`src/rtl/dcte_pkg.sv`:
```
package dcte_pkg;

  localparam int DATA_W = 32;
  localparam int COL_W  = 8;
  localparam int PTR_W  = 17;
  localparam int DIM_W  = 9;
  localparam int THR_W  = 31;
  localparam int SQ_W   = 2 * DATA_W;
  localparam int THRSQ_W = 2 * THR_W;

  localparam logic KIND_PTR   = 1'b0;
  localparam logic KIND_ENTRY = 1'b1;

  localparam logic CFG_IDX_DIM = 1'b0;
  localparam logic CFG_IDX_THR = 1'b1;

  localparam int PEND_ROW   = 0;
  localparam int PEND_ENTRY = 1;
  localparam int PEND_FINAL = 2;

  typedef struct packed {
    logic             first_col;
    logic             mat_end;
    logic [COL_W-1:0] col;
  } tag_t;

  typedef struct packed {
    tag_t                     tag;
    logic                     keep;
    logic signed [DATA_W-1:0] re;
    logic signed [DATA_W-1:0] im;
  } item_t;

endpackage

```
`src/rtl/dcte_mag.sv`:
```
module dcte_mag
  import dcte_pkg::*;
(
  input  logic                     clk,
  input  logic                     rst_n,
  input  logic                     in_valid,
  output logic                     in_ready,
  input  logic signed [DATA_W-1:0] in_re,
  input  logic signed [DATA_W-1:0] in_im,
  input  tag_t                     in_tag,
  input  logic [THRSQ_W-1:0]       thr_sq,
  output logic                     item_valid,
  input  logic                     item_take,
  output item_t                    item
);

  logic                     v1_r, v2_r, v3_r;
  logic                     ld1, ld2, ld3;
  logic signed [DATA_W-1:0] re1_r, im1_r, re2_r, im2_r;
  tag_t                     tag1_r, tag2_r;
  logic [DATA_W-1:0]        abs_re, abs_im;
  logic [SQ_W-1:0]          sq_re_nxt, sq_im_nxt, sq_re_r, sq_im_r;
  logic [SQ_W:0]            mag_sum;
  logic                     keep_nxt;
  item_t                    item_r;

  assign ld3      = !v3_r || item_take;
  assign ld2      = !v2_r || ld3;
  assign ld1      = !v1_r || ld2;
  assign in_ready = ld1;

  always_comb begin
    abs_re    = re1_r[DATA_W-1] ? (DATA_W'(0) - $unsigned(re1_r)) : $unsigned(re1_r);
    abs_im    = im1_r[DATA_W-1] ? (DATA_W'(0) - $unsigned(im1_r)) : $unsigned(im1_r);
    sq_re_nxt = SQ_W'(abs_re) * SQ_W'(abs_re);
    sq_im_nxt = SQ_W'(abs_im) * SQ_W'(abs_im);
    mag_sum   = {1'b0, sq_re_r} + {1'b0, sq_im_r};
    keep_nxt  = mag_sum > (SQ_W + 1)'(thr_sq);
  end

  always_ff @(posedge clk) begin
    if (!rst_n) begin
      v1_r <= 1'b0;
      v2_r <= 1'b0;
      v3_r <= 1'b0;
    end else begin
      if (ld1) v1_r <= in_valid;
      if (ld2) v2_r <= v1_r;
      if (ld3) v3_r <= v2_r;
    end
  end

  always_ff @(posedge clk) begin
    if (ld1) begin
      re1_r  <= in_re;
      im1_r  <= in_im;
      tag1_r <= in_tag;
    end
    if (ld2) begin
      re2_r   <= re1_r;
      im2_r   <= im1_r;
      tag2_r  <= tag1_r;
      sq_re_r <= sq_re_nxt;
      sq_im_r <= sq_im_nxt;
    end
    if (ld3) begin
      item_r.tag  <= tag2_r;
      item_r.keep <= keep_nxt;
      item_r.re   <= re2_r;
      item_r.im   <= im2_r;
    end
  end

  assign item_valid = v3_r;
  assign item       = item_r;

endmodule

```
`config.mk`:
```
export PLATFORM = sky130hd
export DESIGN_NAME = dcte_mag
export DESIGN_NICKNAME = d
export VERILOG_FILES = /design/src/rtl/dcte_pkg.sv /design/src/rtl/dcte_mag.sv
export SDC_FILE = /design/constraint.sdc
export NUM_CORES = 2
export LEC_CHECK = 0
export ABC_AREA = 1
export BUFFER_PORTS_ARGS = -buffer_cell sky130_fd_sc_hd__buf_2
export CAP_MARGIN = 10
export CORE_UTILIZATION = 43
export CTS_CLUSTER_DIAMETER = 80
export DETAILED_ROUTE_END_ITERATION = 7
export SYNTH_ARGS = -nofsm -noshare
export SYNTH_HDL_FRONTEND = slang
export SYNTH_SLANG_ARGS = --single-unit
```
`constraint.sdc`:
```
create_clock -name clk -period 13.65 [get_ports clk]
set_clock_uncertainty 0.05 [all_clocks]
set_input_delay 3.4125 -clock clk [delete_from_list [all_inputs] [get_ports clk]]
set_output_delay 3.4125 -clock clk [all_outputs]
set_load 0.03 [all_outputs]
```
# --- Yosys cells after proc, flatten, opt, wreduce, memory -nomap -nowiden ---
# Cells that the tools add are included.
op_classes:
  add_sub_neg: 3
  n_mul: 2
  reduce_logical: 6
  n_mux: 2
  order_cmp: 1
ops:
  columns: ["cell", "count"]
  rows:
  - ["32-bit by 32-bit multiplier with 64-bit output", 2]
  - ["64-bit by 64-bit adder with 65-bit output", 1]
  - ["65-bit by 62-bit > comparator with 1-bit output", 1]
  - ["32-bit two-way mux", 2]
  - ["1-bit by 32-bit subtractor with 32-bit output, first input constant", 2]
  - ["1-bit zero test", 3]
  - ["1-bit logical OR", 3]
word_totals:
  out_inout_bits: 77
  inputBits: 140
  regBits: 354

# --- Logic depth before layout (Yosys ltp) ---
depth:
  word_depth: 4
  mapped_depth: 49
  mapped_depth_nobuf: 47

# --- Least setup slack after synthesis ---
# OpenSTA, ideal clock, no wires.
synth_path:
  path_kind: "input port to output port"
  startpoint: "in item_take"
  endpoint: "out in_ready"
  n_path_buf: 0
  t_arrival_ns: 7.144
  setup_slack_ns: 3.043
  cell_stages: 4
  path_cell_list: "inv_1 -> nand2_1 -> nor2_1 -> nand2_1"
synth_via:
  elab_chain_cells: 3
synth_rtl:
  columns: ["item", "line", "text"]
  rows:
  - ["start: declaration", "dcte_mag.sv:13", "input logic item_take,"]
  - ["1-bit logical OR", "dcte_mag.sv:27", "assign ld3 = !v3_r || item_take;"]
  - ["via ld3", "dcte_mag.sv:18", "logic ld1, ld2, ld3;"]
  - ["1-bit logical OR", "dcte_mag.sv:28", "assign ld2 = !v2_r || ld3;"]
  - ["1-bit logical OR", "dcte_mag.sv:29", "assign ld1 = !v1_r || ld2;"]
  - ["end: declaration", "dcte_mag.sv:7", "output logic in_ready,"]
# The timed path passes the listed nets, and every way through them passes these cells.

# --- Worst setup path in the final report ---
layout_path:
  startpoint: "reg im1_r[0]"
  endpoint: "reg sq_im_r[39] (data pin)"
layout_via:
  elab_chain_cells: 3
layout_rtl:
  columns: ["item", "line", "text"]
  rows:
  - ["start: declaration", "dcte_mag.sv:19", "logic signed [DATA_W-1:0] re1_r, im1_r, re2_r, im2_r;"]
  - ["start signal: assignment", "dcte_mag.sv:56", "im1_r <= in_im;"]
  - ["1-bit by 32-bit subtractor with 32-bit output", "dcte_mag.sv:34", "abs_im = im1_r[DATA_W-1] ? (DATA_W'(0) - $unsigned(im1_r)) : $unsigned(im1_r);"]
  - ["32-bit two-way mux *", "dcte_mag.sv:34", null]
  - ["32-bit by 32-bit multiplier with 64-bit output *", "dcte_mag.sv:36", "sq_im_nxt = SQ_W'(abs_im) * SQ_W'(abs_im);"]
  - ["via sq_im_nxt[39]", "dcte_mag.sv:22", "logic [SQ_W-1:0] sq_re_nxt, sq_im_nxt, sq_re_r, sq_im_r;"]
  - ["end signal: assignment", "dcte_mag.sv:64", "sq_im_r <= sq_im_nxt;"]
  - ["end: declaration", "dcte_mag.sv:22", null]
# Mark *: on every way through the listed nets, which the timed path passes. The rest lies on a longest branch.
# A chain may end at the register's enable or synchronous reset.

==> reports/metrics.yaml <==
violations: "DRC"
synth.distinct_cells: 58
grt_max_degree: 86
cp_slowest_stage_delay_ns: 0.85
core_area_mm2: 0.1765
grt_overflow_total: 0
end_kind: "flip-flop"
grt_usage_pct: 28.03
clkTransAtPathRegs_ns: 0.06
grt_pass1_vias: 61910
nets: 11180
syn_area_mm2: 0.07662
gp_congestion: 0.9987
finalCritPeriodShare_pct: 78.51
syn_inst: 8541
cts_hold_buf: 0
ys_seq_area_share_pct: 13.68
fillCellCount: 17170
dieArea_mm2: 0.1799
io_buffers: 216
cts-root-buf: "clkbuf_16"
area_growth_pct: 7.420
ant_nets: 0
crit_slowest_cell: "clkinv_1"
cts_max_level: 2
path_class: "flip-flop to flip-flop"
r2r_slack_ns: 2.93
cap_violations: 0
cp_data_required_time_ns: 14.00
drt-initial-drc-count: 4315
clockBufferDepth: 3
synth-edff-count: 347
via_count: 57100
clkSinkCount: 350
drc: 24
synth-main-ff-cell: "edfxtp_1"
min_path_type: "flip-flop to flip-flop"
pin_count: 217
drt_first_pass_iters: 8
rsz0062_at_grt: "false"
fp-row-count: 154
max_slew_margin_pct: 18.34
status: "finished, violations left"
cp_common_cell: "fa_1"
ctsResizeCount: 0
ys_ff_latch: 350
cts_tree: "yes"
clock_latency_ns: 0.67
die_h_um: 424.1
wire_per_inst_um: 22.04
die_w_um: 424.1
synth.avg_cell_area_um2: 8.971
worstPathArrival_ns: 11.07
numCtsBuffers: 47
drive_gt1_share_pct: 5.803
viasPerCell: 5.121
wl_mm: 245.7
worst_pin_slew_ns: 1.224
grt_antenna_before_repair: 6
critPathMaxFanout: 28
cp_top_family: "adder cells"
cts_setup_buffers: 0
fmax_mhz: 93.31
ys_warn_count: 0
final.setup.tns_ns: 0
dp_hpwl_mm: 206.9
async_reset_ff_share_pct: 0
hold_viol_final: 0
setup_viol: 0
critPathLaunchType: "flip-flop"
crit_buf_inv: 8
slew_viol_final: 0
initial_core_util_pct: 43.41
min_period_ns: 10.72
grt_first_pass_wirelength_mm: 375.3
-- routing by layer --
metal	vias up	track usage [%]	share of wire (%)
met5	-	0	0.0053
met4	2	10.43	4.3
met3	405	4.444	7.5
met2	2123	44.86	46
met1	28880	38.35	43
li1	25690	-	-
-- Yosys cell counts, drive strengths merged (3+ instances only) --
master      n  area [µm²]
a211oi      5       37.54
a21boi     14       105.1
a21o       51       382.9
a21oi     261        1306
a221oi      5       43.79
a31o        8       70.07
a31oi      57       356.6
and3        3       18.77
buf        77       464.2
clkbuf     90       337.8
clkinv     15       61.31
dfxtp       3       60.06
edfxtp    347       10420
fa       1591       31850
ha        686        8583
inv      2494        9364
nand2    1092        4172
nand3     130       688.2
nand3b      8       60.06
nand4      28       181.4
nor2      966        3814
nor3       48       240.2
nor4       28       175.2
o2111ai     6       52.55
o211ai      7       52.55
o21a       22       165.2
o21ai     206        1031
o21bai     35       266.5
o31ai       3       36.28
or2         9       56.30
xnor2      73       639.4
xor2      162        1453
-- final timing paths --
path | start | endpoint | cells past startpoint
worst max-delay path | im1_r[0] | sq_im_r[39] | 36
worst min-delay path | re2_r[16] | item[48] | 0
worst max register to register | im1_r[0] | sq_im_r[39] | 36
worst min register to register | re2_r[16] | item[48] | 0
-- worst register-to-register path, delay by kind of cell, from the launching register on --
kind | cells | cell delay [ns]
DFF | 1 | 0.62
buffers and inverters | 8 | 2.03
AOI/OAI and AO/OA | 1 | 0.24
and+or+nand+nor | 17 | 2.61
xor gates and xnor gates | 1 | 0.38
adders and majority gates | 9 | 4.55
-- placed cells by master, fill, tap and decap left out, drive strengths merged, types with 9 or more instances in the layout --
cell / instances
nand2: 1092
a21oi: 261
a21boi: 14
nand3: 130
conb: 50
inv: 2503
a21o: 51
nor4: 28
a31oi: 57
nand4: 28
fa: 1591
buf: 296
o21a: 22
nor3: 48
o21bai: 35
xnor2: 73
clkbuf: 55
nor2: 966
or2: 9
xor2: 162
ha: 686
edfxtp: 347
o21ai: 206
clkinv: 29
-- per-stage QoR --
| stage | cell area (µm²) | utilization (%) | hold slack (ns) | setup slack, ns | instances |
|---|---|---|---|---|---|
| 2_1_floorplan | 76800 | - | 0.3503 | 3.043 | 8589 |
| 3_3_place_gp | 80660 | 45.70 | 0.3505 | 2.949 | 11060 |
| 3_5_place_dp | 80660 | 45.70 | 0.3545 | 3.022 | 11060 |
| 4_1_cts | 82300 | 46.63 | 0.3374 | 3.000 | 11150 |
| 5_1_grt | 82300 | 46.63 | 0.3397 | 2.582 | 11150 |
| 6_report | 82310 | 46.63 | 0.3410 | 2.933 | 11150 |
-- layout make-up --
| type | count | area, µm² | area share, % |
|---|---|---|---|
| diodes | 5 | 12.51 | 0.01520 |
| clock buffers | 55 | 1249 | 1.517 |
| clock inverters | 33 | 386.6 | 0.4697 |
| inverters | 2509 | 9433 | 11.46 |
| multi-input cells | 5563 | 56140 | 68.20 |
| flip-flops and latches | 350 | 10480 | 12.73 |
| well taps | 2340 | 2928 | 3.557 |
| repair buffers | 296 | 1682 | 2.043 |
-- logic make-up (layout without fill, tap and decap cells) --
group                      count (synthesis)  after routing  share of synthesized area, %
buffers and inverters                   2676           2893                         13.35
and+or+nand+nor                         2316           2316                         12.31
adders and majority gates               2277           2277                         52.77
AOI/OAI and AO/OA                        684            684                         5.144
DFF                                      350            350                         13.68
xor gates and xnor gates                 235            235                         2.730
other                                      2             55                      0.009801
muxes                                      1              1                       0.01306
-- flip-flops by register name (all words and copies together) (netlist names) --
register    cells
im1_r          32
sq_re_r        62
v2_r            1
re1_r          32
v1_r            1
re2_r          32
item_valid      1
sq_im_r        62
im2_r          32
tag2_r         10
tag1_r         10
item           75
Power is left out: the tool's default activity adds up to more than one toggle a clock period on the data nets, which glitch-free logic cannot reach.
