===== src/rtl/dcte_pkg.sv =====
package dcte_pkg;

  localparam int DATA_W = 32;
  localparam int COL_W  = 8;
  localparam int PTR_W  = 17;
  localparam int DIM_W  = 9;
  localparam int THR_W  = 31;
  localparam int SQ_W   = 2 * DATA_W;
  localparam int THRSQ_W = 2 * THR_W;

  localparam logic KIND_PTR   = 1'b0;
  localparam logic KIND_ENTRY = 1'b1;

  localparam logic CFG_IDX_DIM = 1'b0;
  localparam logic CFG_IDX_THR = 1'b1;

  localparam int PEND_ROW   = 0;
  localparam int PEND_ENTRY = 1;
  localparam int PEND_FINAL = 2;

  typedef struct packed {
    logic             first_col;
    logic             mat_end;
    logic [COL_W-1:0] col;
  } tag_t;

  typedef struct packed {
    tag_t                     tag;
    logic                     keep;
    logic signed [DATA_W-1:0] re;
    logic signed [DATA_W-1:0] im;
  } item_t;

endpackage


===== src/rtl/dcte_emit.sv =====
module dcte_emit
  import dcte_pkg::*;
(
  input  logic                     clk,
  input  logic                     rst_n,
  input  logic                     item_valid,
  output logic                     item_take,
  input  item_t                    item,
  output logic                     out_valid,
  input  logic                     out_ready,
  output logic                     out_record_kind,
  output logic [COL_W-1:0]         out_column_index,
  output logic signed [DATA_W-1:0] out_value_real,
  output logic signed [DATA_W-1:0] out_value_imag,
  output logic [PTR_W-1:0]         out_row_pointer,
  output logic                     out_last_of_run
);

  logic                     hv_r;
  logic [2:0]               pend_r, pend_in, sel, pend_left;
  logic [COL_W-1:0]         col_r;
  logic signed [DATA_W-1:0] re_r, im_r;
  logic [PTR_W-1:0]         kept_r, kept_nxt;
  logic                     out_valid_r, out_load, emit, done;
  logic                     kind_nxt;
  logic [COL_W-1:0]         col_nxt;
  logic signed [DATA_W-1:0] re_nxt, im_nxt;
  logic [PTR_W-1:0]         ptr_nxt;
  logic                     kind_r, last_r;
  logic [COL_W-1:0]         ocol_r;
  logic signed [DATA_W-1:0] ore_r, oim_r;
  logic [PTR_W-1:0]         optr_r;

  assign pend_in = {item.tag.mat_end, item.keep, item.tag.first_col};

  always_comb begin
    out_load = !out_valid_r || out_ready;
    emit     = hv_r && out_load;
    sel      = '0;
    kind_nxt = KIND_PTR;
    col_nxt  = '0;
    re_nxt   = '0;
    im_nxt   = '0;
    ptr_nxt  = kept_r;
    kept_nxt = kept_r;
    priority if (pend_r[PEND_ROW]) begin
      sel[PEND_ROW] = 1'b1;
    end else if (pend_r[PEND_ENTRY]) begin
      sel[PEND_ENTRY] = 1'b1;
      kind_nxt        = KIND_ENTRY;
      col_nxt         = col_r;
      re_nxt          = re_r;
      im_nxt          = im_r;
      ptr_nxt         = '0;
      kept_nxt        = kept_r + PTR_W'(1);
    end else begin
      sel[PEND_FINAL] = 1'b1;
      kept_nxt        = '0;
    end
    pend_left = pend_r & ~sel;
    done      = emit && (pend_left == '0);
    item_take = !hv_r || done;
  end

  always_ff @(posedge clk) begin
    if (!rst_n) begin
      hv_r        <= 1'b0;
      pend_r      <= '0;
      kept_r      <= '0;
      out_valid_r <= 1'b0;
    end else begin
      if (item_take) begin
        hv_r   <= item_valid && (pend_in != '0);
        pend_r <= pend_in;
      end else if (emit) begin
        pend_r <= pend_left;
      end
      if (emit) kept_r <= kept_nxt;
      if (out_load) out_valid_r <= emit;
    end
  end

  always_ff @(posedge clk) begin
    if (item_take) begin
      col_r <= item.tag.col;
      re_r  <= item.re;
      im_r  <= item.im;
    end
    if (emit) begin
      kind_r <= kind_nxt;
      ocol_r <= col_nxt;
      ore_r  <= re_nxt;
      oim_r  <= im_nxt;
      optr_r <= ptr_nxt;
      last_r <= (pend_left == '0);
    end
  end

  assign out_valid        = out_valid_r;
  assign out_record_kind  = kind_r;
  assign out_column_index = ocol_r;
  assign out_value_real   = ore_r;
  assign out_value_imag   = oim_r;
  assign out_row_pointer  = optr_r;
  assign out_last_of_run  = last_r;

endmodule


===== config.mk =====
export PLATFORM = sky130hd
export DESIGN_NAME = dcte_emit
export DESIGN_NICKNAME = d
export VERILOG_FILES = /design/src/rtl/dcte_pkg.sv /design/src/rtl/dcte_emit.sv
export SDC_FILE = /design/constraint.sdc
export NUM_CORES = 1
export LEC_CHECK = 0
export BUFFER_PORTS_ARGS = -buffer_cell sky130_fd_sc_hd__buf_4
export CORE_MARGIN = 2
export CORE_UTILIZATION = 45
export DETAILED_ROUTE_END_ITERATION = 8
export PLACE_DENSITY = 0.71
export SYNTH_ARGS = -nofsm -noshare
export SYNTH_HDL_FRONTEND = slang
export SYNTH_SLANG_ARGS = --single-unit

===== constraint.sdc =====
create_clock -name clk -period 10.9 [get_ports clk]
set_input_delay 0.545 -clock clk [delete_from_list [all_inputs] [get_ports clk]]
set_output_delay 0.545 -clock clk [all_outputs]
set_load 0.02 [all_outputs]

; ---- Yosys cells after proc, flatten, opt, wreduce, memory -nomap -nowiden
; Cells that the tools add are included.
[word_totals]
word_cells = 39
register_bits = 185
inputBits = 79
out_inout_bits = 93
[classes]
n_addsub = 1
bitwise_logic = 4
n_reduce_logical = 12
n_mux = 9
[ops]
columns = operator, n
row1 = $mux 17, 3
row2 = $add 17x1->17 const B, 1
row3 = $mux 3, 2
row4 = $and 3x3->3, 1
row5 = $logic_and 1x1->1, 3
row6 = $logic_not 3->1, 1
row7 = $mux 1, 3
row8 = $not 3->3, 1
row9 = $reduce_bool 3->1, 1
row10 = $logic_not 1->1, 2
row11 = $logic_or 1x1->1, 2
row12 = $mux 2, 1
row13 = $not 1->1, 2
row14 = $reduce_and 2->1, 1
row15 = $reduce_bool 2->1, 1
row16 = $reduce_or 2->1, 1

; ---- Logic depth before layout (Yosys ltp)
[logic_depth]
depth_word = 8
mapped_depth = 6
mapped_depth_nobuf = 4

; ---- Worst setup path after synthesis
; Ideal clock, no wire load.
[synth_timing]
path_type = input to register
start = input port out_ready
end = register hv_r
path_slack_ps = 3549
setup_ps = 439
required_time_ps = 10461
arrival_time_ps = 6912
path_buffers = 1
path_stages = 4
path_cell_list = nor2b_4 buf_6 o31ai_1 a21boi_0
[synth_between]
elab_chain_len = 4
[synth_rtl]
columns = element, line_no
row1 = "start, declared", dcte_emit.sv:10  ; input logic out_ready,
row2 = $logic_or 1x1->1, dcte_emit.sv:37  ; out_load = !out_valid_r || out_ready;
row3 = $logic_and 1x1->1, dcte_emit.sv:38  ; emit = hv_r && out_load;
row4 = $logic_and 1x1->1, dcte_emit.sv:61  ; done = emit && (pend_left == '0);
row5 = $logic_or 1x1->1, dcte_emit.sv:62  ; item_take = !hv_r || done;
row6 = net item_take, dcte_emit.sv:7  ; output logic item_take,
row7 = "end signal, assigned", dcte_emit.sv:73  ; hv_r <= item_valid && (pend_in != '0);
row8 = "end, declared", dcte_emit.sv:19  ; logic hv_r;
; The timed path passes the listed nets, and every way through them passes these cells.
; A chain may end at the register's enable or synchronous reset.

; ---- Worst setup path after layout
[layout_timing]
start = register pend_r[1]
end = output port item_take
[layout_between]
elab_chain_len = 7
elab_cells_between_ends = 8
classes_between = 3 x mux / 2 x bitwise / 3 x reduce/logical
[layout_rtl]
columns = element, line_no
row1 = "start, declared", dcte_emit.sv:20  ; logic [2:0] pend_r, pend_in, sel, pend_left;
row2 = "start signal, assigned", dcte_emit.sv:74  ; pend_r <= pend_in;
row3 = "start signal, assigned", dcte_emit.sv:76  ; pend_r <= pend_left;
row4 = $mux 1, dcte_emit.sv:48  ; end else if (pend_r[PEND_ENTRY]) begin
row5 = $mux 2, dcte_emit.sv:46  ; priority if (pend_r[PEND_ROW]) begin
row6 = $not 3->3, dcte_emit.sv:60  ; pend_left = pend_r & ~sel;
row7 = $and 3x3->3 *, dcte_emit.sv:60
row8 = $logic_not 3->1 *, dcte_emit.sv:61
row9 = $logic_and 1x1->1 *, dcte_emit.sv:61
row10 = $logic_or 1x1->1 *, dcte_emit.sv:62
row11 = "end, declared", dcte_emit.sv:7
; Every way passes the cells marked *; elsewhere a longest branch is shown, timed or not.

==> impl_metrics.tcl <==
set metrics [dict create \
    status "completed" \
    wire_per_inst_um 15.5 \
    area_delta_synth_final_pct 31.4 \
    netlist_instances 387 \
    worst_slew_pin_slew_ps 1220 \
    cts-htree-levels 4 \
    clockBufferDepth 2 \
    p_leak_nw 3.29 \
    dieArea_mm2 0.0156 \
    min_path_type "input pin to register" \
    critPathMostFrequentCell "buf_4" \
    netlist_top_cells_area "edfxtp_1 74%, and2_1 7.2%, dfxtp_1 6.7%" \
    yosysTopAreaCell "edfxtp_1" \
    finalHoldViolations 0 \
    ys_async_sr_fraction_pct 0 \
    grt_pass1_vias 3516 \
    period_needed_ps 3570 \
    critPathMaxStageDelay_ps 1000 \
    power_density_mw_per_mm2 179 \
    path_clk_slew_ps 70 \
    antenna_found_initial 0 \
    peakVddDrop_mv 0.107 \
    layout.nets 643 \
    pin_count 172 \
    drive_above_1_share_pct 36.8 \
    start_util_pct 45.6 \
    yosysSeqAreaShare_pct 81.2 \
    arrival_ps 3020 \
    yosys_register_bits 185 \
    clock-sinks 185 \
    via_per_inst 4.80 \
    final_cells 760 \
    path_class "register to primary output" \
    fin_crit_sh_pct 32.7 \
    cts_setup_buffers 0 \
    cp_max_fo 53 \
    synth_flop_cell "edfxtp_1" \
    gp_congestion 0.755 \
    cts-hold-fix-buffers 0 \
    numCtsBuffers 17 \
    grt_max_degree 92 \
    clk_latency_ps 420 \
    final_core_util_pct 59.9 \
    cp_cell_sequence "and2_2 > o31ai_4 > buf_4 > buf_4" \
    overflow 0 \
    fp.dieH_um 125 \
    critPathRequiredTime_ps 10360 \
    finalSetupTns_ps 0 \
    slew_headroom_pct 18.5 \
    synth_top_area_share_pct 74.5 \
    cts_resized 0 \
    synth_nets 467 \
    setup_violations 0 \
    diodes 0 \
    rsz0062_at_grt "false" \
    synth_edf_count 163 \
    firstDrtPassIters 4 \
    place_hpwl_um 8080 \
    port_buffers 171 \
    cts_tree "done" \
    die_x_um 125 \
    cpMaxStageDelayCell "o31ai_4" \
    core_region_area_mm2 0.0144 \
    avgSynthCellArea_um2 17.0 \
    critical_path.endpoint_type "primary output" \
    num_vias 3646 \
    final.setup_skew_ps 8.61 \
    maxCapViolCount 0 \
    max_freq_mhz 280 \
    ys_warn_count 0 \
    fp-row-count 44 \
    grt_usage_pct 15.3 \
    drtIter0Drc 200 \
    grt_pass1_wl_um 18000 \
    ant_nets 0 \
    critPathLaunchType "register" \
    ys_types 36 \
    synth.cell_area_mm2 0.00657 \
    drc 0 \
    wl_um 11800 \
    clockRootBuffer "clkbuf_16" \
    finalMaxSlewViolations 0 \
    place_inst 728 \
]
-- per-stage QoR --
step	total power (W)	cell area, um2	setup WS [ps]	hold slack, ps
finish	0.00154	8630	7330	296
global route	0.00159	8630	7140	268
CTS	0.00156	8630	7270	275
detailed placement	0.000951	8030	7600	482
global placement	0.000947	8030	7670	461
floorplan	0.000892	6570	3550	447
-- worst max-delay path, delay by kind of cell, from the launching register on --
family	cells	cell delay, ps
flops	1	370
compound gates	1	1000
buf+inv	2	960
simple gates	1	240
-- power breakdown --
part           internal (W)  switching, W  total, W
combinational     0.0000491     0.0000597  0.000109
clock              0.000361      0.000248  0.000609
sequential         0.000814     0.0000114  0.000825
-- final cells by class --
type / instances / area [um2]
fill: 1128 / 5790
tap: 184 / 230
clock buffer: 18 / 429
clock inverter: 14 / 174
inverter: 3 / 11.3
sequential: 185 / 5340
multi-input combinational: 183 / 1160
timing repair buffer: 173 / 1300
-- synthesized netlist by cell type, types with 2 or more instances --
master,number
xor2_1,3
and2b_2,2
a21oi_1,11
o31ai_1,4
nor2b_1,15
nand2_1,10
clkbuf_1,12
nor2_1,9
dfxtp_1,22
and2_1,76
nand3_1,5
buf_6,3
a21boi_0,3
xnor2_1,3
o21a_1,2
o21ai_0,10
or4_1,3
or3_1,8
inv_1,3
nand4_1,5
edfxtp_1,163
-- cells in the final DEF, fill, tap and decap left out, types with 4 or more instances in the layout --
cell type and count:
buf_4 173, nor2_1 9, clkinvlp_4 4, o21ai_0 10, a21oi_1 11, and2_1 75, nand3_1 5, nand4_1 5
edfxtp_1 163, nor2b_1 15, dfxtp_1 22, or3_1 8, clkinv_4 4, nand2_1 10, clkbuf_16 17
-- per-layer routing --
layer,global-route usage (%),part of all wire (%),vias up
li1,-,-,1773
met1,18.3,41,1727
met2,25.6,50,124
met3,4.55,6.2,22
met4,7.32,2.5,0
met5,0,0,-
-- kinds of logic (layout without fill, tap and decap cells) --
logic type	after synthesis	in the layout	share of synthesized area [%]
XOR/XNOR	6	6	0.800
AND/OR/NAND/NOR	141	141	13.2
AO/OA/AOI/OAI	35	35	3.18
adder cells (fa/ha/maj)	1	1	0.190
buffers and inverters	19	208	1.48
flip-flops	185	185	81.2
-- state kept, by name (all words and copies together), names as in the netlist --
name,count
im_r,32
out_value_imag,32
out_value_real,32
re_r,32
kept_r,17
out_row_pointer,17
col_r,8
out_column_index,8
pend_r,3
hv_r,1
out_last_of_run,1
out_record_kind,1
out_valid,1
-- path summary, 6_finish.rpt --
| check | from | endpoint | slack (ps) | cells after the start |
|---|---|---|---|---|
| worst max-delay path | pend_r[1]$_SDFFE_PN0P_ | item_take | 7330 | 4 |
| worst min-delay path | item[33] | re_r[1]$_DFFE_PP_ | 300 | 1 |
| worst max register to register | pend_r[1]$_SDFFE_PN0P_ | im_r[19]$_DFFE_PP_ | 8190 | 3 |
| worst min register to register | kept_r[15]$_SDFFE_PN0P_ | kept_r[15]$_SDFFE_PN0P_ | 490 | 2 |
Power figures use the tool's default switching activity.
